**config.mk**
```make
export PLATFORM = sky130hd
export DESIGN_NAME = smoothed_reading_reporter_core_flat
export DESIGN_NICKNAME = d
export VERILOG_FILES = /design/src/sv/srr_pkg.sv /design/src/sv/srr_in_if.sv /design/src/sv/srr_out_if.sv /design/src/sv/srr_div.sv /design/src/sv/srr_datapath.sv /design/src/sv/srr_ctrl.sv /design/src/sv/smoothed_reading_reporter_core.sv /design/src/flat_wrapper.sv
export VERILOG_INCLUDE_DIRS = /design/src /design/src/sv
export SDC_FILE = /design/constraint.sdc
export NUM_CORES = 2
export LEC_CHECK = 0
export ABC_AREA = 1
export CORE_UTILIZATION = 60
export CTS_CLUSTER_DIAMETER = 60
export DETAILED_ROUTE_END_ITERATION = 10
export DONT_BUFFER_PORTS = 1
export GPL_TIMING_DRIVEN = 0
export PLACE_DENSITY = 0.87
export SETUP_SLACK_MARGIN = 0.4
export SKIP_LAST_GASP = 1
export SYNTH_ARGS = -nofsm -noshare
export SYNTH_HDL_FRONTEND = slang
export SYNTH_HIERARCHICAL = 1
export SYNTH_SLANG_ARGS = --single-unit
```
**constraint.sdc**
```tcl
create_clock -name clk_i -period 12.2 [get_ports clk_i]
set_input_delay 2.44 -clock clk_i [delete_from_list [all_inputs] [get_ports clk_i]]
set_output_delay 2.44 -clock clk_i [all_outputs]
set_load 0.02 [all_outputs]
```
**src/sv/assert_macros.svh**
```systemverilog
`ifndef ASSERT_MACROS_SVH
`define ASSERT_MACROS_SVH

// Same-cycle implication, held off while in reset.
`define SRR_ASSERT_IMP(label, clk, rst_n, ante, cons, msg) \
  label: assert property (@(posedge clk) disable iff (!rst_n) (ante) |-> (cons)) \
    else $error(msg);

// Next-cycle implication, held off while in reset.
`define SRR_ASSERT_NXT(label, clk, rst_n, ante, cons, msg) \
  label: assert property (@(posedge clk) disable iff (!rst_n) (ante) |=> (cons)) \
    else $error(msg);

`endif

```
**src/sv/srr_pkg.sv**
```systemverilog
package srr_pkg;

  localparam int SampleW  = 24;
  localparam int DampW    = 10;
  localparam int PlacesW  = 3;
  localparam int ThrW     = 23;
  localparam int CfgW     = 23;
  localparam int CfgIdxW  = 2;

  // |average*damping + sample| fits in DivW bits
  localparam int ProdW    = SampleW - 1 + DampW;
  localparam int DivW     = SampleW + DampW;
  localparam int NumW     = DivW + 1;
  localparam int DvsW     = 17;
  localparam int StepW    = 14;
  localparam int V10W     = SampleW + 5;
  localparam int MagW     = SampleW + StepW;
  localparam int CmpW     = ((SampleW > ThrW) ? SampleW : ThrW) + 1;
  localparam int DivCntW  = $clog2(DivW + 1);

  localparam longint NoSampleVal =
    (SampleW >= 21) ? -64'sd1000000 : -(64'sd1 <<< (SampleW - 1));
  localparam logic signed [SampleW-1:0] NoSample = SampleW'(NoSampleVal);

  localparam logic [DampW-1:0]          DampReset   = DampW'(100);
  localparam logic signed [PlacesW-1:0] PlacesReset = -PlacesW'(1);
  localparam logic [ThrW-1:0]           ThrReset    = ThrW'(100000);

  typedef enum logic [CfgIdxW-1:0] {
    CfgDamping   = 2'd0,
    CfgPlaces    = 2'd1,
    CfgThreshold = 2'd2
  } cfg_idx_e;

  typedef enum logic [1:0] {
    FanNone = 2'd0,
    FanOn   = 2'd1,
    FanOff  = 2'd2
  } fan_cmd_e;

  typedef enum logic [1:0] {
    FanIsOff   = 2'd0,
    FanIsOn    = 2'd1,
    FanUnknown = 2'd2
  } fan_state_e;

  typedef enum logic [2:0] {
    StIdle,
    StMul,
    StDiv1Start,
    StDiv1Wait,
    StHyst,
    StDiv2Wait,
    StScale,
    StFinish
  } srr_state_e;

  typedef struct packed {
    logic load;
    logic mul;
    logic div1_start;
    logic avg_take;
    logic hyst;
    logic scale;
    logic finish;
  } srr_cmd_t;

  typedef struct packed {
    logic avg_neg;
    logic hold;
    logic div_done;
  } srr_status_t;

  // decimal exponent of the reporting step, in hundredths
  function automatic logic [2:0] places_exp(input logic signed [PlacesW-1:0] p);
    logic [2:0] e;
    if (p < -2) e = 3'd4;
    else if (p > 2) e = 3'd0;
    else e = 3'(2 - int'(p));
    return e;
  endfunction

  function automatic logic [DvsW-1:0] step_of(input logic [2:0] e);
    logic [DvsW-1:0] v;
    case (e)
      3'd0:    v = DvsW'(1);
      3'd1:    v = DvsW'(10);
      3'd2:    v = DvsW'(100);
      3'd3:    v = DvsW'(1000);
      default: v = DvsW'(10000);
    endcase
    return v;
  endfunction

  function automatic logic [DvsW-1:0] hyst_of(input logic [2:0] e);
    logic [DvsW-1:0] v;
    case (e)
      3'd0:    v = DvsW'(3);
      3'd1:    v = DvsW'(30);
      3'd2:    v = DvsW'(300);
      3'd3:    v = DvsW'(3000);
      default: v = DvsW'(30000);
    endcase
    return v;
  endfunction

  function automatic logic [DvsW-1:0] half_of(input logic [2:0] e);
    logic [DvsW-1:0] v;
    case (e)
      3'd0:    v = DvsW'(5);
      3'd1:    v = DvsW'(50);
      3'd2:    v = DvsW'(500);
      3'd3:    v = DvsW'(5000);
      default: v = DvsW'(50000);
    endcase
    return v;
  endfunction

  function automatic logic [DvsW-1:0] div_of(input logic [2:0] e);
    logic [DvsW-1:0] v;
    case (e)
      3'd0:    v = DvsW'(10);
      3'd1:    v = DvsW'(100);
      3'd2:    v = DvsW'(1000);
      3'd3:    v = DvsW'(10000);
      default: v = DvsW'(100000);
    endcase
    return v;
  endfunction

endpackage

```
**src/sv/srr_in_if.sv**
```systemverilog
interface srr_in_if;
  logic                                 valid;
  logic                                 ready;
  logic signed [srr_pkg::SampleW-1:0]   sample;
  logic                                 resend;

  modport source (output valid, output sample, output resend, input ready);
  modport sink   (input valid, input sample, input resend, output ready);
endinterface

```
**src/sv/srr_out_if.sv**
```systemverilog
interface srr_out_if;
  logic                                 valid;
  logic                                 ready;
  logic signed [srr_pkg::SampleW-1:0]   average;
  logic signed [srr_pkg::SampleW-1:0]   reported_value;
  logic                                 report_valid;
  logic [1:0]                           fan_command;

  modport source (output valid, output average, output reported_value,
                  output report_valid, output fan_command, input ready);
  modport sink   (input valid, input average, input reported_value,
                  input report_valid, input fan_command, output ready);
endinterface

```
**src/sv/srr_div.sv**
```systemverilog
module srr_div (
  input  logic                        clk_i,
  input  logic                        rst_ni,
  input  logic                        start_i,
  input  logic [srr_pkg::DivW-1:0]    dividend_i,
  input  logic [srr_pkg::DvsW-1:0]    divisor_i,
  output logic                        done_o,
  output logic [srr_pkg::DivW-1:0]    quotient_o
);

  localparam int DivW = srr_pkg::DivW;
  localparam int DvsW = srr_pkg::DvsW;

  logic [DvsW-1:0]             rem_q, rem_d;
  logic [DivW-1:0]             quo_q, quo_d;
  logic [DvsW-1:0]             dvs_q;
  logic [srr_pkg::DivCntW-1:0] cnt_q, cnt_d;
  logic                        busy_q, busy_d;
  logic                        done_q, done_d;
  logic [DvsW:0]               trial;
  logic [DvsW:0]               diff;

  // restoring division, one quotient bit a cycle; dividend shifts out of quo_q
  always_comb begin
    trial = {rem_q, quo_q[DivW-1]};
    diff  = trial - {1'b0, dvs_q};
    if (!diff[DvsW]) begin
      rem_d = diff[DvsW-1:0];
      quo_d = {quo_q[DivW-2:0], 1'b1};
    end else begin
      rem_d = trial[DvsW-1:0];
      quo_d = {quo_q[DivW-2:0], 1'b0};
    end
  end

  always_comb begin
    cnt_d  = cnt_q;
    busy_d = busy_q;
    done_d = done_q;
    if (start_i) begin
      cnt_d  = srr_pkg::DivCntW'(DivW);
      busy_d = 1'b1;
      done_d = 1'b0;
    end else if (busy_q) begin
      cnt_d = cnt_q - 1'b1;
      if (cnt_q == srr_pkg::DivCntW'(1)) begin
        busy_d = 1'b0;
        done_d = 1'b1;
      end
    end
  end

  always_ff @(posedge clk_i or negedge rst_ni) begin
    if (!rst_ni) begin
      cnt_q  <= '0;
      busy_q <= 1'b0;
      done_q <= 1'b0;
    end else begin
      cnt_q  <= cnt_d;
      busy_q <= busy_d;
      done_q <= done_d;
    end
  end

  always_ff @(posedge clk_i) begin
    if (start_i) begin
      rem_q <= '0;
      quo_q <= dividend_i;
      dvs_q <= divisor_i;
    end else if (busy_q) begin
      rem_q <= rem_d;
      quo_q <= quo_d;
    end
  end

  assign done_o     = done_q;
  assign quotient_o = quo_q;

endmodule

```
**src/sv/srr_datapath.sv**
```systemverilog
module srr_datapath (
  input  logic                                clk_i,
  input  logic                                rst_ni,
  input  logic                                cfg_we_i,
  input  logic [srr_pkg::CfgIdxW-1:0]         cfg_idx_i,
  input  logic [srr_pkg::CfgW-1:0]            cfg_data_i,
  input  logic signed [srr_pkg::SampleW-1:0]  sample_i,
  input  logic                                resend_i,
  input  srr_pkg::srr_cmd_t                   cmd_i,
  output srr_pkg::srr_status_t                status_o,
  output logic signed [srr_pkg::SampleW-1:0]  avg_o,
  output logic signed [srr_pkg::SampleW-1:0]  rep_value_o,
  output logic                                rep_valid_o,
  output logic [1:0]                          fan_cmd_o
);

  localparam int SW    = srr_pkg::SampleW;
  localparam int DivW  = srr_pkg::DivW;
  localparam int DvsW  = srr_pkg::DvsW;
  localparam int NumW  = srr_pkg::NumW;
  localparam int V10W  = srr_pkg::V10W;
  localparam int MagW  = srr_pkg::MagW;
  localparam int CmpW  = srr_pkg::CmpW;
  localparam int StepW = srr_pkg::StepW;

  localparam logic [MagW-1:0]        HiMag = MagW'({(SW-1){1'b1}});
  localparam logic [MagW-1:0]        LoMag = HiMag + 1'b1;
  localparam logic signed [SW-1:0]   HiVal = {1'b0, {(SW-1){1'b1}}};
  localparam logic signed [SW-1:0]   LoVal = {1'b1, {(SW-1){1'b0}}};

  // configuration
  logic [srr_pkg::DampW-1:0]          damp_q;
  logic signed [srr_pkg::PlacesW-1:0] places_q;
  logic [srr_pkg::ThrW-1:0]           thr_q;

  // block state
  logic signed [SW-1:0]     avg_q, avg_d;
  logic signed [SW-1:0]     last_q, last_d;
  logic                     rep_ok_q, rep_ok_d;
  srr_pkg::fan_state_e      fan_q, fan_d;

  // working registers
  logic signed [SW-1:0]     sample_q;
  logic [srr_pkg::ProdW-1:0] prod_q;
  logic                     sign_q;
  logic                     hold_q;
  logic [MagW-1:0]          scaled_q;

  // result word
  logic signed [SW-1:0]     out_avg_q;
  logic signed [SW-1:0]     out_rep_q;
  logic                     out_repv_q;
  logic [1:0]               out_fan_q;

  logic [2:0]               exp;
  logic [DvsW-1:0]          step_val;
  logic signed [NumW-1:0]   num;
  logic signed [NumW-1:0]   num_neg;
  logic [DivW-1:0]          num_mag;
  logic signed [V10W-1:0]   avg_ext, last_ext, v10, l10, hamt, v10a, v10n;
  logic                     hold;
  logic [V10W-1:0]          mag2, dvd2;
  logic [DivW-1:0]          div_dvd;
  logic [DvsW-1:0]          div_dvs;
  logic                     div_start;
  logic                     div_done;
  logic [DivW-1:0]          quot;
  logic signed [SW-1:0]     quot_s;
  logic signed [SW-1:0]     rnd;
  logic                     rep;
  logic signed [CmpW-1:0]   avg_c, thr_c;
  srr_pkg::fan_cmd_e        fan_cmd;

  assign exp      = srr_pkg::places_exp(places_q);
  assign step_val = srr_pkg::step_of(exp);

  always_ff @(posedge clk_i or negedge rst_ni) begin
    if (!rst_ni) begin
      damp_q   <= srr_pkg::DampReset;
      places_q <= srr_pkg::PlacesReset;
      thr_q    <= srr_pkg::ThrReset;
    end else if (cfg_we_i) begin
      unique case (cfg_idx_i)
        srr_pkg::CfgDamping:   damp_q   <= cfg_data_i[srr_pkg::DampW-1:0];
        srr_pkg::CfgPlaces:    places_q <= $signed(cfg_data_i[srr_pkg::PlacesW-1:0]);
        srr_pkg::CfgThreshold: thr_q    <= cfg_data_i[srr_pkg::ThrW-1:0];
        default: ;
      endcase
    end
  end

  // smoothing numerator: average*damping + sample
  always_comb begin
    num     = $signed(NumW'(prod_q)) + NumW'(sample_q);
    num_neg = -num;
    num_mag = num[NumW-1] ? num_neg[DivW-1:0] : num[DivW-1:0];
  end

  // hysteresis in thousandths so that 0.3 of a step is exact
  always_comb begin
    avg_ext  = V10W'(avg_q);
    last_ext = V10W'(last_q);
    v10      = (avg_ext <<< 3) + (avg_ext <<< 1);
    l10      = (last_ext <<< 3) + (last_ext <<< 1);
    hamt     = $signed(V10W'(srr_pkg::hyst_of(exp)));
    v10a     = v10;
    hold     = 1'b0;
    if (rep_ok_q) begin
      if (v10 < l10) begin
        v10a = v10 + hamt;
        hold = v10a > l10;
      end else if (v10 > l10) begin
        v10a = v10 - hamt;
        hold = v10a < l10;
      end
    end
    v10n = -v10a;
    mag2 = v10a[V10W-1] ? v10n : v10a;
    dvd2 = mag2 + V10W'(srr_pkg::half_of(exp));
  end

  assign div_start = cmd_i.div1_start | (cmd_i.hyst & ~hold);
  assign div_dvd   = cmd_i.div1_start ? num_mag : DivW'(dvd2);
  assign div_dvs   = cmd_i.div1_start ? DvsW'({1'b0, damp_q} + 1'b1)
                                      : srr_pkg::div_of(exp);

  srr_div u_div (
    .clk_i      (clk_i),
    .rst_ni     (rst_ni),
    .start_i    (div_start),
    .dividend_i (div_dvd),
    .divisor_i  (div_dvs),
    .done_o     (div_done),
    .quotient_o (quot)
  );

  assign quot_s = quot[SW-1:0];

  // rounded value with saturation to the sample range
  always_comb begin
    if (!sign_q) begin
      rnd = (scaled_q > HiMag) ? HiVal : scaled_q[SW-1:0];
    end else begin
      rnd = (scaled_q > LoMag) ? LoVal : -$signed(scaled_q[SW-1:0]);
    end
    rep = ~hold_q & ~(rep_ok_q & (rnd == last_q));
  end

  always_comb begin
    avg_c   = CmpW'(avg_q);
    thr_c   = $signed(CmpW'(thr_q));
    fan_cmd = srr_pkg::FanNone;
    fan_d   = fan_q;
    if (avg_c > thr_c && fan_q != srr_pkg::FanIsOn) begin
      fan_cmd = srr_pkg::FanOn;
      fan_d   = srr_pkg::FanIsOn;
    end else if (avg_c < thr_c && fan_q != srr_pkg::FanIsOff) begin
      fan_cmd = srr_pkg::FanOff;
      fan_d   = srr_pkg::FanIsOff;
    end
  end

  always_comb begin
    avg_d    = avg_q;
    last_d   = last_q;
    rep_ok_d = rep_ok_q;
    if (cmd_i.mul && avg_q[SW-1]) avg_d = sample_q;
    if (cmd_i.avg_take) avg_d = sign_q ? -quot_s : quot_s;
    if (cmd_i.load && resend_i) rep_ok_d = 1'b0;
    if (cmd_i.finish && rep) begin
      last_d   = rnd;
      rep_ok_d = 1'b1;
    end
  end

  always_ff @(posedge clk_i or negedge rst_ni) begin
    if (!rst_ni) begin
      avg_q    <= srr_pkg::NoSample;
      last_q   <= srr_pkg::NoSample;
      rep_ok_q <= 1'b0;
      fan_q    <= srr_pkg::FanUnknown;
    end else begin
      avg_q    <= avg_d;
      last_q   <= last_d;
      rep_ok_q <= rep_ok_d;
      if (cmd_i.load && resend_i) fan_q <= srr_pkg::FanUnknown;
      else if (cmd_i.finish)      fan_q <= fan_d;
    end
  end

  always_ff @(posedge clk_i) begin
    if (cmd_i.load) sample_q <= sample_i;
    if (cmd_i.mul) prod_q <= avg_q[SW-2:0] * damp_q;
    if (cmd_i.div1_start) sign_q <= num[NumW-1];
    if (cmd_i.hyst) begin
      sign_q <= v10a[V10W-1];
      hold_q <= hold;
    end
    if (cmd_i.scale) scaled_q <= quot[SW-1:0] * step_val[StepW-1:0];
    if (cmd_i.finish) begin
      out_avg_q  <= avg_q;
      out_rep_q  <= rep ? rnd : last_q;
      out_repv_q <= rep;
      out_fan_q  <= fan_cmd;
    end
  end

  assign status_o.avg_neg  = avg_q[SW-1];
  assign status_o.hold     = hold;
  assign status_o.div_done = div_done;

  assign avg_o       = out_avg_q;
  assign rep_value_o = out_rep_q;
  assign rep_valid_o = out_repv_q;
  assign fan_cmd_o   = out_fan_q;

endmodule

```
**src/sv/srr_ctrl.sv**
```systemverilog
module srr_ctrl (
  input  logic                  clk_i,
  input  logic                  rst_ni,
  input  logic                  in_valid_i,
  output logic                  in_ready_o,
  input  logic                  out_ready_i,
  output logic                  out_valid_o,
  input  srr_pkg::srr_status_t  status_i,
  output srr_pkg::srr_cmd_t     cmd_o
);

  srr_pkg::srr_state_e state_q, state_d;
  logic                out_valid_q, out_valid_d;
  logic                out_free;

  // a finished word may only go out once the previous one has been taken
  assign out_free = ~out_valid_q | out_ready_i;

  always_comb begin
    state_d = state_q;
    unique case (state_q)
      srr_pkg::StIdle:      if (in_valid_i) state_d = srr_pkg::StMul;
      srr_pkg::StMul:       state_d = status_i.avg_neg ? srr_pkg::StHyst
                                                       : srr_pkg::StDiv1Start;
      srr_pkg::StDiv1Start: state_d = srr_pkg::StDiv1Wait;
      srr_pkg::StDiv1Wait:  if (status_i.div_done) state_d = srr_pkg::StHyst;
      srr_pkg::StHyst:      state_d = status_i.hold ? srr_pkg::StFinish
                                                    : srr_pkg::StDiv2Wait;
      srr_pkg::StDiv2Wait:  if (status_i.div_done) state_d = srr_pkg::StScale;
      srr_pkg::StScale:     state_d = srr_pkg::StFinish;
      srr_pkg::StFinish:    if (out_free) state_d = srr_pkg::StIdle;
      default:              state_d = srr_pkg::StIdle;
    endcase
  end

  always_comb begin
    cmd_o      = '0;
    in_ready_o = 1'b0;
    unique case (state_q)
      srr_pkg::StIdle: begin
        in_ready_o = 1'b1;
        cmd_o.load = in_valid_i;
      end
      srr_pkg::StMul:       cmd_o.mul        = 1'b1;
      srr_pkg::StDiv1Start: cmd_o.div1_start = 1'b1;
      srr_pkg::StDiv1Wait:  cmd_o.avg_take   = status_i.div_done;
      srr_pkg::StHyst:      cmd_o.hyst       = 1'b1;
      srr_pkg::StDiv2Wait:  ;
      srr_pkg::StScale:     cmd_o.scale      = 1'b1;
      srr_pkg::StFinish:    cmd_o.finish     = out_free;
      default:              ;
    endcase
  end

  always_comb begin
    out_valid_d = out_valid_q;
    if (cmd_o.finish) out_valid_d = 1'b1;
    else if (out_ready_i) out_valid_d = 1'b0;
  end

  always_ff @(posedge clk_i or negedge rst_ni) begin
    if (!rst_ni) begin
      state_q     <= srr_pkg::StIdle;
      out_valid_q <= 1'b0;
    end else begin
      state_q     <= state_d;
      out_valid_q <= out_valid_d;
    end
  end

  assign out_valid_o = out_valid_q;

endmodule

```
**src/sv/smoothed_reading_reporter_core.sv**
```systemverilog
// Channel  Dir  Word
// in_i     in   sample (signed hundredths), resend
// out_o    out  average, reported_value, report_valid, fan_command
// cfg      in   cfg_we_i / cfg_idx_i / cfg_data_i, write only
//
// One word at a time. The shared bit-serial divider sets the pace: one
// pass for the smoothing division, one for the rounding. A negative
// average (as at reset) skips the smoothing pass and takes the sample as
// the average; a word held inside the band skips the rounding pass.
// The result register frees the input side; a word waits in the finish
// state only while the previous result is still untaken.
// Reset is asynchronous and active low; no clearing pass.
`include "assert_macros.svh"

module smoothed_reading_reporter_core (
  input  logic                         clk_i,
  input  logic                         rst_ni,
  srr_in_if.sink                       in_i,
  srr_out_if.source                    out_o,
  input  logic                         cfg_we_i,
  input  logic [srr_pkg::CfgIdxW-1:0]  cfg_idx_i,
  input  logic [srr_pkg::CfgW-1:0]     cfg_data_i
);

  srr_pkg::srr_cmd_t    cmd;
  srr_pkg::srr_status_t status;
  logic                 in_ready;
  logic                 out_valid;

  srr_ctrl u_ctrl (
    .clk_i       (clk_i),
    .rst_ni      (rst_ni),
    .in_valid_i  (in_i.valid),
    .in_ready_o  (in_ready),
    .out_ready_i (out_o.ready),
    .out_valid_o (out_valid),
    .status_i    (status),
    .cmd_o       (cmd)
  );

  srr_datapath u_dp (
    .clk_i       (clk_i),
    .rst_ni      (rst_ni),
    .cfg_we_i    (cfg_we_i),
    .cfg_idx_i   (cfg_idx_i),
    .cfg_data_i  (cfg_data_i),
    .sample_i    (in_i.sample),
    .resend_i    (in_i.resend),
    .cmd_i       (cmd),
    .status_o    (status),
    .avg_o       (out_o.average),
    .rep_value_o (out_o.reported_value),
    .rep_valid_o (out_o.report_valid),
    .fan_cmd_o   (out_o.fan_command)
  );

  assign in_i.ready  = in_ready;
  assign out_o.valid = out_valid;

  `SRR_ASSERT_NXT(a_busy_after_take, clk_i, rst_ni, in_i.valid && in_i.ready,
                  !in_i.ready, "word taken while busy")
  `SRR_ASSERT_IMP(a_finish_free, clk_i, rst_ni, cmd.finish,
                  !out_valid || out_o.ready, "result overwritten")
  `SRR_ASSERT_NXT(a_finish_shows, clk_i, rst_ni, cmd.finish, out_valid,
                  "finished word not presented")
  `SRR_ASSERT_IMP(a_fan_code, clk_i, rst_ni, out_valid,
                  out_o.fan_command == srr_pkg::FanNone ||
                  out_o.fan_command == srr_pkg::FanOn ||
                  out_o.fan_command == srr_pkg::FanOff, "bad fan command")

endmodule
```
**src/flat_wrapper.sv**
```systemverilog
// flat-port wrapper written by rule: the top's interface ports become plain ports
module smoothed_reading_reporter_core_flat 
  (clk_i, rst_ni, cfg_we_i, cfg_idx_i, cfg_data_i, in_i_valid, in_i_sample, in_i_resend, in_i_ready, out_o_valid, out_o_average, out_o_reported_value, out_o_report_valid, out_o_fan_command, out_o_ready);
  srr_in_if in_i_i ();
  srr_out_if out_o_i ();
  input  logic clk_i;
  input  logic rst_ni;
  input  logic cfg_we_i;
  input  logic [srr_pkg::CfgIdxW-1:0] cfg_idx_i;
  input  logic [srr_pkg::CfgW-1:0] cfg_data_i;
  input wire logic [$bits(in_i_i.valid)-1:0] in_i_valid;
  input wire logic [$bits(in_i_i.sample)-1:0] in_i_sample;
  input wire logic [$bits(in_i_i.resend)-1:0] in_i_resend;
  output wire logic [$bits(in_i_i.ready)-1:0] in_i_ready;
  output wire logic [$bits(out_o_i.valid)-1:0] out_o_valid;
  output wire logic [$bits(out_o_i.average)-1:0] out_o_average;
  output wire logic [$bits(out_o_i.reported_value)-1:0] out_o_reported_value;
  output wire logic [$bits(out_o_i.report_valid)-1:0] out_o_report_valid;
  output wire logic [$bits(out_o_i.fan_command)-1:0] out_o_fan_command;
  input wire logic [$bits(out_o_i.ready)-1:0] out_o_ready;
  assign in_i_i.valid = in_i_valid;
  assign in_i_i.sample = in_i_sample;
  assign in_i_i.resend = in_i_resend;
  assign in_i_ready = in_i_i.ready;
  assign out_o_valid = out_o_i.valid;
  assign out_o_average = out_o_i.average;
  assign out_o_reported_value = out_o_i.reported_value;
  assign out_o_report_valid = out_o_i.report_valid;
  assign out_o_fan_command = out_o_i.fan_command;
  assign out_o_i.ready = out_o_ready;
  smoothed_reading_reporter_core u_core (.clk_i(clk_i), .rst_ni(rst_ni), .in_i(in_i_i), .out_o(out_o_i), .cfg_we_i(cfg_we_i), .cfg_idx_i(cfg_idx_i), .cfg_data_i(cfg_data_i));
endmodule
```
Word level (Yosys, flattened, before mapping)
Cells that the tools add are included.
Cells by class
  $add $sub $neg: 14
  multiply operators: 2
  divide/modulo/power cells: 0
  magnitude comparators: 10
  eq/ne operators: 19
  shift-type cells: 0
  multiplexer cells: 61
  bitwise operators: 9
  reduce and logical (&&, ||, !) cells: 23
Operator list (number)
  $mux W24: 7
  $mux W34: 4
  $mux W29: 4
  $pmux W17 S4: 1
  $pmux W16 S4: 1
  $pmux W15 S4: 1
  $add A27 B25 Y28: 2
  $pmux W14 S4: 1
  $neg A24 Y24: 2
  $gt A38 B23 Y1 const B: 1
  $gt A38 B24 Y1 const B: 1
  $mul A24 B14 Y38: 1
  $add A34 B24 Y35: 1
  $mux W17: 2
  $neg A34 Y34: 1
  $mul A23 B10 Y33: 1
  $add A28 B16 Y29: 1
  $add A29 B17 Y29: 1
  $gt A29 B28 Y1: 1
  $lt A29 B28 Y1: 1
  $neg A29 Y29: 1
  $sub A28 B16 Y29: 1
  $gt A28 B28 Y1: 1
  $lt A28 B28 Y1: 1
  other kinds (32): 99
Word-level totals
  register bits after elaboration: 315
  latch bits: 0
  memory bits (writable): 0
  ROM bits: 0
  input port bits: 55
  output and inout bits: 53
  logic and storage cells: 162
  memories kept: 0

Longest topological paths before layout
  depth in word-level cells: 15
  gate-level depth with buffers: 60

Cells and area by module
Netlist, hierarchy kept.
Modules (own cells, without submodules)
  srr_datapath: instances 1, cells an instance 5051, area each 37971.4 um^2
  srr_div: instances 1, cells an instance 565, area each 4514.3 um^2
  srr_ctrl: instances 1, cells an instance 60, area each 344.1 um^2

Worst setup path after synthesis
Ideal clock, no wire load.
  kind: reg-to-reg
  start: register u_core/u_dp/places_q[1] in the netlist's numbering
  end: register u_core.u_dp.u_div.quo_q[0], in the netlist u_core/u_dp/u_div/quotient_o[0], enable pin
  setup time: 390 ps
  data arrival time: 8454 ps
  path slack: 3357 ps
  cell stages (with the launch flop): 39
  path through: dfstp_2 > ha_1 > inv_1 > a211oi_1 > a21oi_1 > nor3_1 > nor2_1 > nand2_1 > clkbuf_1 > buf_1 > inv_1 > ha_1 > clkbuf_1 > inv_1 > nand2_1 > nor2_1 > nand4_1 > o21ai_0 > [3 not listed] > inv_1 > ha_1 > a21o_1 > a31oi_1 > o21ai_0 > a21oi_1 > nand2_1 > nand2_1 > o21ai_0 > a21oi_1 > o21ai_0 > a211o_1 > o211ai_1 > a21oi_1 > o21ai_0 > clkbuf_1 > nor2_1 > inv_1
On the way
  cells in the longest elaborated chain, start to end: 14
  elaborated cells between the ends (all ways): 21
  classes of those cells: 3 x add/sub; 4 x order compare; 3 x eq/ne; 6 x mux; 3 x bitwise; 2 x reduce/logical
RTL lines
  from (decl): line srr_datapath.sv:33  | logic signed [srr_pkg::PlacesW-1:0] places_q;
  from (signal assigned): line srr_datapath.sv:80  | places_q <= srr_pkg::PlacesReset;
  from (signal assigned): line srr_datapath.sv:85  | srr_pkg::CfgPlaces: places_q <= $signed(cfg_data_i[srr_pkg::PlacesW-1:0]);
  $sub A3 B3 Y3 / $gt A3 B3 Y1 (equally long branches): line srr_pkg.sv:79, srr_pkg.sv:78
  $mux W3: line srr_pkg.sv:78  | else if (p > 2) e = 3'd0;
  $mux W3 *: line srr_pkg.sv:77  | if (p < -2) e = 3'd4;
  $eq A3 B2 Y1, or another cell as far along: line srr_pkg.sv:97  | case (e)
  $pmux W15 S4 *: line srr_pkg.sv:97
  $sub A28 B16 Y29: line srr_datapath.sv:113  | v10a = v10 - hamt;
  $lt A29 B28 Y1: line srr_datapath.sv:114  | hold = v10a < l10;
  $mux W1: line srr_datapath.sv:112  | end else if (v10 > l10) begin
  $mux W1 *: line srr_datapath.sv:109  | if (v10 < l10) begin
  $mux W1 *: line srr_datapath.sv:108  | if (rep_ok_q) begin
  named net u_core.u_dp.hold: line srr_datapath.sv:61  | logic hold;
  $not A1 Y1 *: line srr_datapath.sv:122  | assign div_start = cmd_i.div1_start | (cmd_i.hyst & ~hold);
  $and A1 B1 Y1 *: line srr_datapath.sv:122
  $or A1 B1 Y1 *: line srr_datapath.sv:122
  named net u_core.u_dp.div_start: line srr_datapath.sv:65  | logic div_start;
  $reduce_bool A2 Y1 (no source line) *
  to (signal assigned): line srr_div.sv:68  | quo_q <= dividend_i;
  to (signal assigned): line srr_div.sv:72  | quo_q <= quo_d;
  to (decl): line srr_div.sv:15  | logic [DivW-1:0] quo_q, quo_d;
Mark *: on every way through the listed nets, which the timed path passes. The rest lies on a longest branch.
A chain may end at the register's enable or synchronous reset.

Final worst setup path
  start: register u_core/u_dp/places_q[1] in the netlist's numbering
  end: register u_core.u_dp.u_div.quo_q[18], in the netlist u_core/u_dp/u_div/quotient_o[18], data pin
On the way
  cells in the longest elaborated chain, start to end: 14
  elaborated cells between the ends (all ways): 29
  classes of those cells: 5 x add/sub; 4 x order compare; 3 x eq/ne; 13 x mux; 3 x bitwise; 1 x reduce/logical
RTL lines
  $sub A3 B3 Y3 / $gt A3 B3 Y1 (equally long branches): line srr_pkg.sv:79, srr_pkg.sv:78
  $mux W3: line srr_pkg.sv:78
  $mux W3 *: line srr_pkg.sv:77
  $eq A3 B2 Y1, or another cell as far along: line srr_pkg.sv:97, srr_pkg.sv:109
  $pmux W15 S4: line srr_pkg.sv:97
  $sub A28 B16 Y29: line srr_datapath.sv:113
  $mux W29: line srr_datapath.sv:112
  $mux W29: line srr_datapath.sv:109
  $mux W29: line srr_datapath.sv:108
  $neg A29 Y29: line srr_datapath.sv:117  | v10n = -v10a;
  $mux W29: line srr_datapath.sv:118  | mag2 = v10a[V10W-1] ? v10n : v10a;
  $add A29 B17 Y29 *: line srr_datapath.sv:119  | dvd2 = mag2 + V10W'(srr_pkg::half_of(exp));
  $mux W34 *: line srr_datapath.sv:123  | assign div_dvd = cmd_i.div1_start ? num_mag : DivW'(dvd2);
  named net u_core.u_dp.div_dvd[18]: line srr_datapath.sv:63  | logic [DivW-1:0] div_dvd;
  $mux W34 *: line srr_div.sv:66  | if (start_i) begin
Marked as above.

==> results by group <==
Floorplan
  • Row Count: 97
  • Core area: 70,300 sq um
  • Die ar.: 72,500 sq um
  • Die Height: 269 microns
  • Io pins: 108
  • Die X: 269 microns
  • Initial Utilization: 60.9%

Setup path
  • Crit Path Category: flip-flop to flip-flop
  • CP arrival: 11.24 ns
  • Startpoint types: flip-flop
  • Critical Path Max Stage Delay: 0.63 ns
  • CP required: 12.54 ns
  • CP max-delay cell: dfstp_2
  • CP Max Fanout: 13
  • Top cell by count, worst path: nand3_1
  • CP endpoint kind: flip-flop

Clocking
  • Max clock buf depth: 3
  • Hold_buf cts: 0
  • Sink Count: 315
  • Clock transition at path regs: 0.06 ns
  • H-tree Lvls: 2
  • Root Buffer: clkbuf_16
  • Clock buffer count from CTS: 42
  • CTS tree: done
  • Worst skew pair latency: 0.61 ns

Yosys
  • Post-synth top area cell: fa_1
  • Post-synthesis cell area: 42,800 sq um
  • Post-synth cell types: 78
  • Synth top area cells: fa_1 18%, edfxtp_1 14%, ha_1 12%
  • Post-synth ARST share: 31.4%
  • Syn Inst Count: 5,676
  • Post-synth EDFFs: 199
  • Commonest cells in the netlist: 1,411 x nand2_1, 1,027 x inv_1, 425 x ha_1, 408 x nor2_1, 389 x fa_1
  • Dominant synthesized flop cell: edfxtp_1
  • Yosys warns: 6
  • #FFs+latches synth: 315
  • Synth top area share: 18.2%
  • Mapped Avg Cell Area: 7.55 sq um
  • Post-synthesis sequential area ratio: 20.6%
  • Most common cell in the netlist: nand2_1

GRT
  • Gr usage total: 35.1%
  • GRT Residual Overflow: 0
  • Vias in the first global route: 37,200
  • First-pass GRT wire length: 200 mm
  • Largest net degree at the start of global routing: 100
  • Antenna violations before repair: 8

STA
  • RSZ-0062 raised after global routing: no
  • Max Slew Vio Count: 0
  • Crit path time final: 10.90 ns
  • Fmax: 91.8 MHz
  • Final setup viols: 0
  • Clk_skew: 0.0318 ns
  • Tcrit/Tclk final: 89.3%
  • Max_slew headroom: 21.4%
  • Final hold viol count: 0
  • Worst hold slack: 0.477 ns
  • Final setup TNS: 0 ns
  • Worst slew pin tran: 1.18 ns

Detailed routing
  • Iter 0 DRT Violations: 3,868
  • Detail Route Antenna Nets: 0
  • First-pass DRT Iterations: 7
  • DRC: 0
  • Vias after detailed routing: 38,300
  • Final wirelength: 128 mm
  • Vias per cell: 5.71
  • Avg WL per Cell: 19.1 microns

Layout
  • Nets: 6,597
  • Area delta synth->final: 6.71%
  • Share of layout cells above drive strength 1: 5.15%
  • # fillers: 5,924

Place
  • DP HPWL: 104 mm
  • Final GP Congestion: 1.01
  • PortBufs: 0

Hold path
  • HP Class: flip-flop to flip-flop

Run status
  • Outcome: complete, no violations

Job
  • Max-cap violations: 0
## logic make-up after synthesis
group	Yosys count	synth area share (%)
and+or+nand+nor	2337	23.2
xor gates and xnor gates	240	4.94
muxes	2	0.0467
buffers and inverters	1229	11.1
other	1	0.00876
AOI/OAI and AO/OA	738	9.47
adders and majority gates	814	30.6
DFF	315	20.6
## sequential cells by signal, summed over array words and instances (netlist names)
signal,flops
u_core/u_dp/scaled_q,38
u_core/u_dp/u_div/quotient_o,34
u_core/u_dp/prod_q,33
u_core/u_dp/avg_o,24
u_core/u_dp/avg_q,24
u_core/u_dp/last_q,24
u_core/u_dp/rep_value_o,24
u_core/u_dp/sample_q,24
u_core/u_dp/thr_q,23
u_core/u_dp/u_div/dvs_q,17
u_core/u_dp/u_div/rem_q,17
u_core/u_dp/damp_q,10
u_core/u_dp/u_div/cnt_q,6
u_core/u_ctrl/state_q,3
u_core/u_dp/places_q,3
u_core/u_dp/fan_cmd_o,2
u_core/u_dp/fan_q,2
u_core/u_ctrl/out_valid_o,1
u_core/u_dp/hold_q,1
u_core/u_dp/rep_ok_q,1
u_core/u_dp/rep_valid_o,1
u_core/u_dp/sign_q,1
u_core/u_dp/u_div/busy_q,1
u_core/u_dp/u_div/done_o,1
## layer usage
metal | vias to the layer above | GRT usage (%) | part of all wire, % | wire length (microns)
met4 | 4 | 17.5 | 5.3 | 6810
met3 | 387 | 8.22 | 11 | 13600
met1 | 18100 | 44.8 | 39 | 49600
met5 | - | 0 | 0.027 | 35
li1 | 18100 | - | - | -
met2 | 1816 | 56.0 | 45 | 58000
## area by class of cell
cell class	count	area (sq um)	area share (%)
Antenna cell	2	5.00	0.0110
Multi-Input combinational cell	4134	29300	64.1
Buffer	169	778	1.70
Sequential cell	315	8840	19.3
Tap cell	940	1180	2.57
Timing Repair Buffer	6	101	0.222
Clock inverter	21	304	0.665
Clock buffer	57	1240	2.72
Inverter	1060	3980	8.71
## path summary, 6_finish.rpt
path                                             from                                to  slack (ns)  cells past startpoint
setup reg to reg              u_core/u_dp/places_q[1]  u_core/u_dp/u_div/quotient_o[18]        1.30                     45
max in group asynchronous                      rst_ni              u_core/u_dp/fan_q[1]       10.41                      0
min in group asynchronous                      rst_ni             u_core/u_dp/last_q[1]        1.54                      0
hold / removal             u_core/u_dp/u_div/rem_q[5]        u_core/u_dp/u_div/rem_q[5]        0.48                      2
setup / recovery              u_core/u_dp/places_q[1]  u_core/u_dp/u_div/quotient_o[18]        1.30                     45
hold reg to reg            u_core/u_dp/u_div/rem_q[5]        u_core/u_dp/u_div/rem_q[5]        0.48                      2
## critical path, delay by kind of cell, from the launching register on
kind / cells / cell delay (ns)
AOI/OAI and AO/OA: 12 / 2.70
adders and majority gates: 3 / 0.84
buffers and inverters: 11 / 2.92
DFF: 1 / 0.63
and+or+nand+nor: 19 / 3.49
## timing repair
item                       CTS  global route
setup buffers                0             0
setup endpoints to repair    0            55
gates resized for setup      0             3
## stage by stage
stage / cells / cell area (sq um) / utilization, % / setup slack (ns)
after floorplan: 5678 / 42800 / - / 3.36
after global placement: 6618 / 44000 / 62.6 / -1.15
after detailed placement: 6624 / 44100 / 62.8 / 0.529
after CTS: 6702 / 45700 / 65.0 / 0.520
after global routing: 6704 / 45700 / 65.0 / 0.651
final: 6704 / 45700 / 65.0 / 1.30
## layout by cell type, fill, tap and decap left out, types with 32 or more instances in the layout
master     count
nor2_1       406
xor2_1       178
xnor2_1       60
o21ai_1       32
nand2_2       43
dfstp_2       37
clkbuf_1     132
dfrtp_1       62
o21ai_0      279
ha_1         425
fa_1         389
edfxtp_1     199
nand2_1     1411
nand4_1       58
inv_1       1026
nor3_1        54
clkbuf_16     47
a21oi_1      293
nand3_1      254
Power is not shown: default switching activity piles up to over one toggle a cycle in this logic, so the estimate is an artifact.
